===== config.mk =====
export PLATFORM = sky130hd
export DESIGN_NAME = ccs_div
export DESIGN_NICKNAME = d
export VERILOG_FILES = /design/src/rtl/ccs_div.sv
export SDC_FILE = /design/constraint.sdc
export NUM_CORES = 2
export LEC_CHECK = 0
export BUFFER_PORTS_ARGS = -buffer_cell sky130_fd_sc_hd__buf_4
export CAP_MARGIN = 10
export CORE_MARGIN = 2
export CORE_UTILIZATION = 30
export DETAILED_ROUTE_END_ITERATION = 8
export PLACE_DENSITY = 0.55
export SLEW_MARGIN = 20
export SYNTH_ARGS = -nofsm -noshare
export SYNTH_HDL_FRONTEND = slang
export SYNTH_SLANG_ARGS = --single-unit

===== constraint.sdc =====
create_clock -name clk_i -period 3.54 [get_ports clk_i]
set_input_delay 0.177 -clock clk_i [delete_from_list [all_inputs] [get_ports clk_i]]
set_output_delay 0.177 -clock clk_i [all_outputs]
set_load 0.03 [all_outputs]

===== src/rtl/ccs_div.sv =====
// ----------------------------------------------------------------------------
// ccs_div
// Pipelined restoring divider, one quotient bit per stage.
// q = (rem_i * 2^NW + num_i) / den_i, with rem_i < den_i.
// ----------------------------------------------------------------------------
`default_nettype none

module ccs_div #(
  parameter int NW = 30,
  parameter int DW = 32,
  parameter int SW = 1
) (
  input  wire logic          clk_i,
  input  wire logic          rst_ni,
  input  wire logic          en_i,
  input  wire logic          valid_i,
  input  wire logic [DW-1:0] rem_i,
  input  wire logic [NW-1:0] num_i,
  input  wire logic [DW-1:0] den_i,
  input  wire logic [SW-1:0] side_i,
  output logic               valid_o,
  output logic      [NW-1:0] quo_o,
  output logic      [SW-1:0] side_o
);

  logic          v_s    [0:NW];
  logic [DW-1:0] r_s    [0:NW];
  logic [NW-1:0] n_s    [0:NW];
  logic [NW-1:0] q_s    [0:NW];
  logic [DW-1:0] d_s    [0:NW];
  logic [SW-1:0] side_s [0:NW];

  assign v_s[0]    = valid_i;
  assign r_s[0]    = rem_i;
  assign n_s[0]    = num_i;
  assign q_s[0]    = '0;
  assign d_s[0]    = den_i;
  assign side_s[0] = side_i;

  for (genvar k = 0; k < NW; k++) begin : g_stage
    logic [DW:0] rr;
    logic [DW:0] diff;
    logic        ge;

    assign rr   = {r_s[k], n_s[k][NW-1]};
    assign ge   = rr >= {1'b0, d_s[k]};
    assign diff = rr - {1'b0, d_s[k]};

    always_ff @(posedge clk_i or negedge rst_ni) begin
      if (!rst_ni) begin
        v_s[k+1] <= 1'b0;
      end else if (en_i) begin
        v_s[k+1] <= v_s[k];
      end
    end

    always_ff @(posedge clk_i) begin
      if (en_i) begin
        r_s[k+1]    <= ge ? diff[DW-1:0] : rr[DW-1:0];
        n_s[k+1]    <= n_s[k] << 1;
        q_s[k+1]    <= {q_s[k][NW-2:0], ge};
        d_s[k+1]    <= d_s[k];
        side_s[k+1] <= side_s[k];
      end
    end
  end

  assign valid_o = v_s[NW];
  assign quo_o   = q_s[NW];
  assign side_o  = side_s[NW];

endmodule

`default_nettype wire


==> out/summary.txt <==
status -> complete, but fails checks
violated checks -> setup timing
CP endpoint kind -> flop
Std-Cell Rows -> 257
Leak -> 72.3 nW
clock latency on the worst-skew pair -> 0.97 ns
GP Congestion -> 0.874
synthesized cell area -> 147000 µm²
Detailed Route Iter0 Violations -> 6440
Post-DRT Antenna Nets -> 0
number of synthesized flops with an enable pin -> 2786
CTS tree -> built
Power Total -> 167 mW
Die Footprint -> 496000 µm²
# nets final -> 14600
critical path peak fanout -> 7
commonest non-fill, non-tap cell in the layout -> edfxtp_1
dpl cell area -> 163000 µm²
clock skew -> 0.0589 ns
core area -> 489000 µm²
final core area utilization -> 0.369
Synth area leaders -> edfxtp_1 57%, ha_1 8.2%, mux2_2 4.5%
Final Slew Violations -> 0
startpoint class of the critical path -> flop
Ports -> 131
cell area after layout -> 180000 µm²
final hold violation count -> 0
Area Overhead vs Synth -> 22.5%
Syn Area/Cell -> 12.2 µm²
GRT Overall Usage -> 0.137
first-pass GRT wire length -> 545000 µm
Synth Flop Type -> edfxtp_1
CP bufs+invs -> 3
Slew HR -> 0.300
final setup margin -> -0.109 ns
slowest CP cell -> or4_4
Top Family by Delay on Critical Path -> compound AO/OA/AOI/OAI gates
wire per inst -> 17.7 µm
root buffer cell -> clkbuf_16
Fill cells -> 47200
FMAX -> 0.274 GHz
actual slew at the worst max-slew pin -> 1.04 ns
CTS clk-pin slew, worst paths -> 0.06 ns
Worst Path Class, Setup -> reg2reg
Power Density -> 925 nW/µm²
area leader, netlist -> edfxtp_1
CP peak stage delay -> 0.50 ns
Final setup viols -> 43
H-tree Lvls -> 5
post-synth cell types -> 94
DP HPWL -> 261000 µm
DRC -> 0
worst hold path class -> in2reg
number of max-cap violations -> 0
Vias/cell -> 4.76
pin count of the biggest net entering global routing -> 109
vias in the first global route -> 95400
DR vias -> 96600
post-synth top area share -> 0.569
Peak VDD IR -> 0.564 mV
Gate Count Post-Synth -> 12100
Yosys reg bits -> 2816
sequential cell area fraction in the yosys report -> 0.574
most frequent cells in the layout -> 2786 x edfxtp_1, 1187 x inv_1, 1113 x buf_4
crit-path cells -> inv_2 -> ha_4 -> a21o_1 -> or3_4 -> o2111ai_4 -> a21oi_4 -> a211oi_4 -> a21oi_2 -> or4_4 -> a311oi_4 -> buf_6 -> buf_12 -> mux2_4
Async SR Flop Fraction -> 0.0107
clock sink count -> 2816
DRT Wirelength -> 360000 µm
RSZ-0062 raised after global routing -> yes
grt ovf -> 0
Die W -> 704 µm
part of the cycle the worst path needs -> 1.03
Final Critical Period -> 3.65 ns
CTS buffer count -> 328
share of cells above drive strength 1 -> 0.199
Initial Util -> 0.301
initial antenna violation count -> 6
Worst Path Required -> 4.22 ns
syn_nets -> 13200
Initial DRT Pass Iterations -> 6
YS warnings -> 0
IO buf count -> 130
Critical Path AT -> 4.33 ns
Clock Tree Buf Depth -> 4
Die Span Y -> 704 µm
registers in the layout (all words and copies together), names as in the netlist:
register and count:
d_s 928, g_stage.rr 957, n_s 406, q_s 435, quo_o 30, side_o 1
side_s 29, v_s 29, valid_o 1
metal layers:
metal | track usage | wire length (µm)
met5 | 0 | 11
met4 | 0.0421 | 11700
met3 | 0.0177 | 12700
met2 | 0.249 | 183000
met1 | 0.168 | 153000
stage by stage:
step	setup WS (ns)	instances	hold slack, ns	setup TNS [ns]
floorplan	0.0483	12100	-0.119	0
global placement	-0.227	19300	0.116	-15.85
detailed placement	-0.217	19300	0.120	-16.17
CTS	-0.107	20200	0.0329	-2.42
global route	-0.207	20300	0.0961	-21.27
finish	-0.109	20300	0.137	-1.94
cells in the mapped netlist (20+ instances only):
cell / instances
buf_4: 38
o21ai_0: 571
o211ai_1: 60
a31oi_1: 91
clkbuf_1: 224
or3_1: 38
o41ai_1: 20
a21oi_1: 992
a41oi_1: 26
nor2b_1: 148
dfrtp_1: 30
a211o_1: 32
a21o_1: 403
a211oi_1: 77
inv_1: 1199
and3_1: 96
nand3_1: 204
o21a_1: 144
and2_1: 31
o31a_1: 39
buf_2: 55
ha_1: 960
o2111ai_1: 24
a311oi_1: 20
a31o_2: 23
a221oi_1: 25
nor4_1: 37
fa_1: 29
nand2_1: 611
and4_1: 39
o21bai_1: 109
a2111oi_0: 20
nor3_1: 148
mux2_2: 585
xor2_1: 291
mux2i_1: 48
a21boi_0: 34
or2_2: 39
nand4_1: 172
nand2b_1: 115
nor2_1: 676
o31ai_1: 56
xnor2_1: 486
edfxtp_1: 2786
worst min-delay path, stage by stage:
cell and delay [ns]:
dlygate4sd3_1 0.52, buf_4 0.11, nor2_1 0.04, a21oi_1 0.11
what timing repair did:
item	CTS	global route
endpoints found under the hold margin	193	0
setup buffers	19	96
cloned	10	31
pin swaps	20	122
gates resized for setup	84	516
hold buffers	202	0
setup endpoints to repair	317	766
where the power goes:
group          switching, mW  total, mW  internal (mW)  leakage, nW
clock network           14.1       34.0           19.9         5.20
registers               5.27       53.5           48.2         27.6
logic                   39.7       79.2           39.5         39.5
logic make-up after synthesis:
logic type               synth area share
AO/OA/AOI/OAI                       0.126
XOR/XNOR                           0.0463
adder cells (fa/ha/maj)            0.0856
flip-flops                          0.574
AND/OR/NAND/NOR                    0.0794
multiplexers                       0.0481
buffers and inverters              0.0411
worst paths after layout:
path	start	endpoint	slack [ns]	cells after the start
max in group asynchronous	rst_ni	v_s[17]$_DFFE_PN0P_	3.13	4
worst max-delay path	d_s[422]$_DFFE_PP_	g_stage[18].rr[4]$_DFFE_PP_	-0.11	13
min in group asynchronous	rst_ni	v_s[11]$_DFFE_PN0P_	0.23	4
worst min-delay path	rem_i[16]	g_stage[1].rr[18]$_DFFE_PP_	0.14	4
worst max register to register	d_s[422]$_DFFE_PP_	g_stage[18].rr[4]$_DFFE_PP_	-0.11	13
worst min register to register	q_s[231]$_DFFE_PP_	q_s[202]$_DFFE_PP_	0.40	0
cell type report:
type	count	area, µm²	area share
clock buffers	386	8550	0.0474
diodes	1	2.50	0.0000139
clock inverters	201	2170	0.0120
flip-flops and latches	2816	84400	0.468
multi-input cells	7740	59200	0.328
inverters	1200	4510	0.0250
well taps	6475	8100	0.0449
repair buffers	1466	13400	0.0742
(Power assumes the default switching activity.)
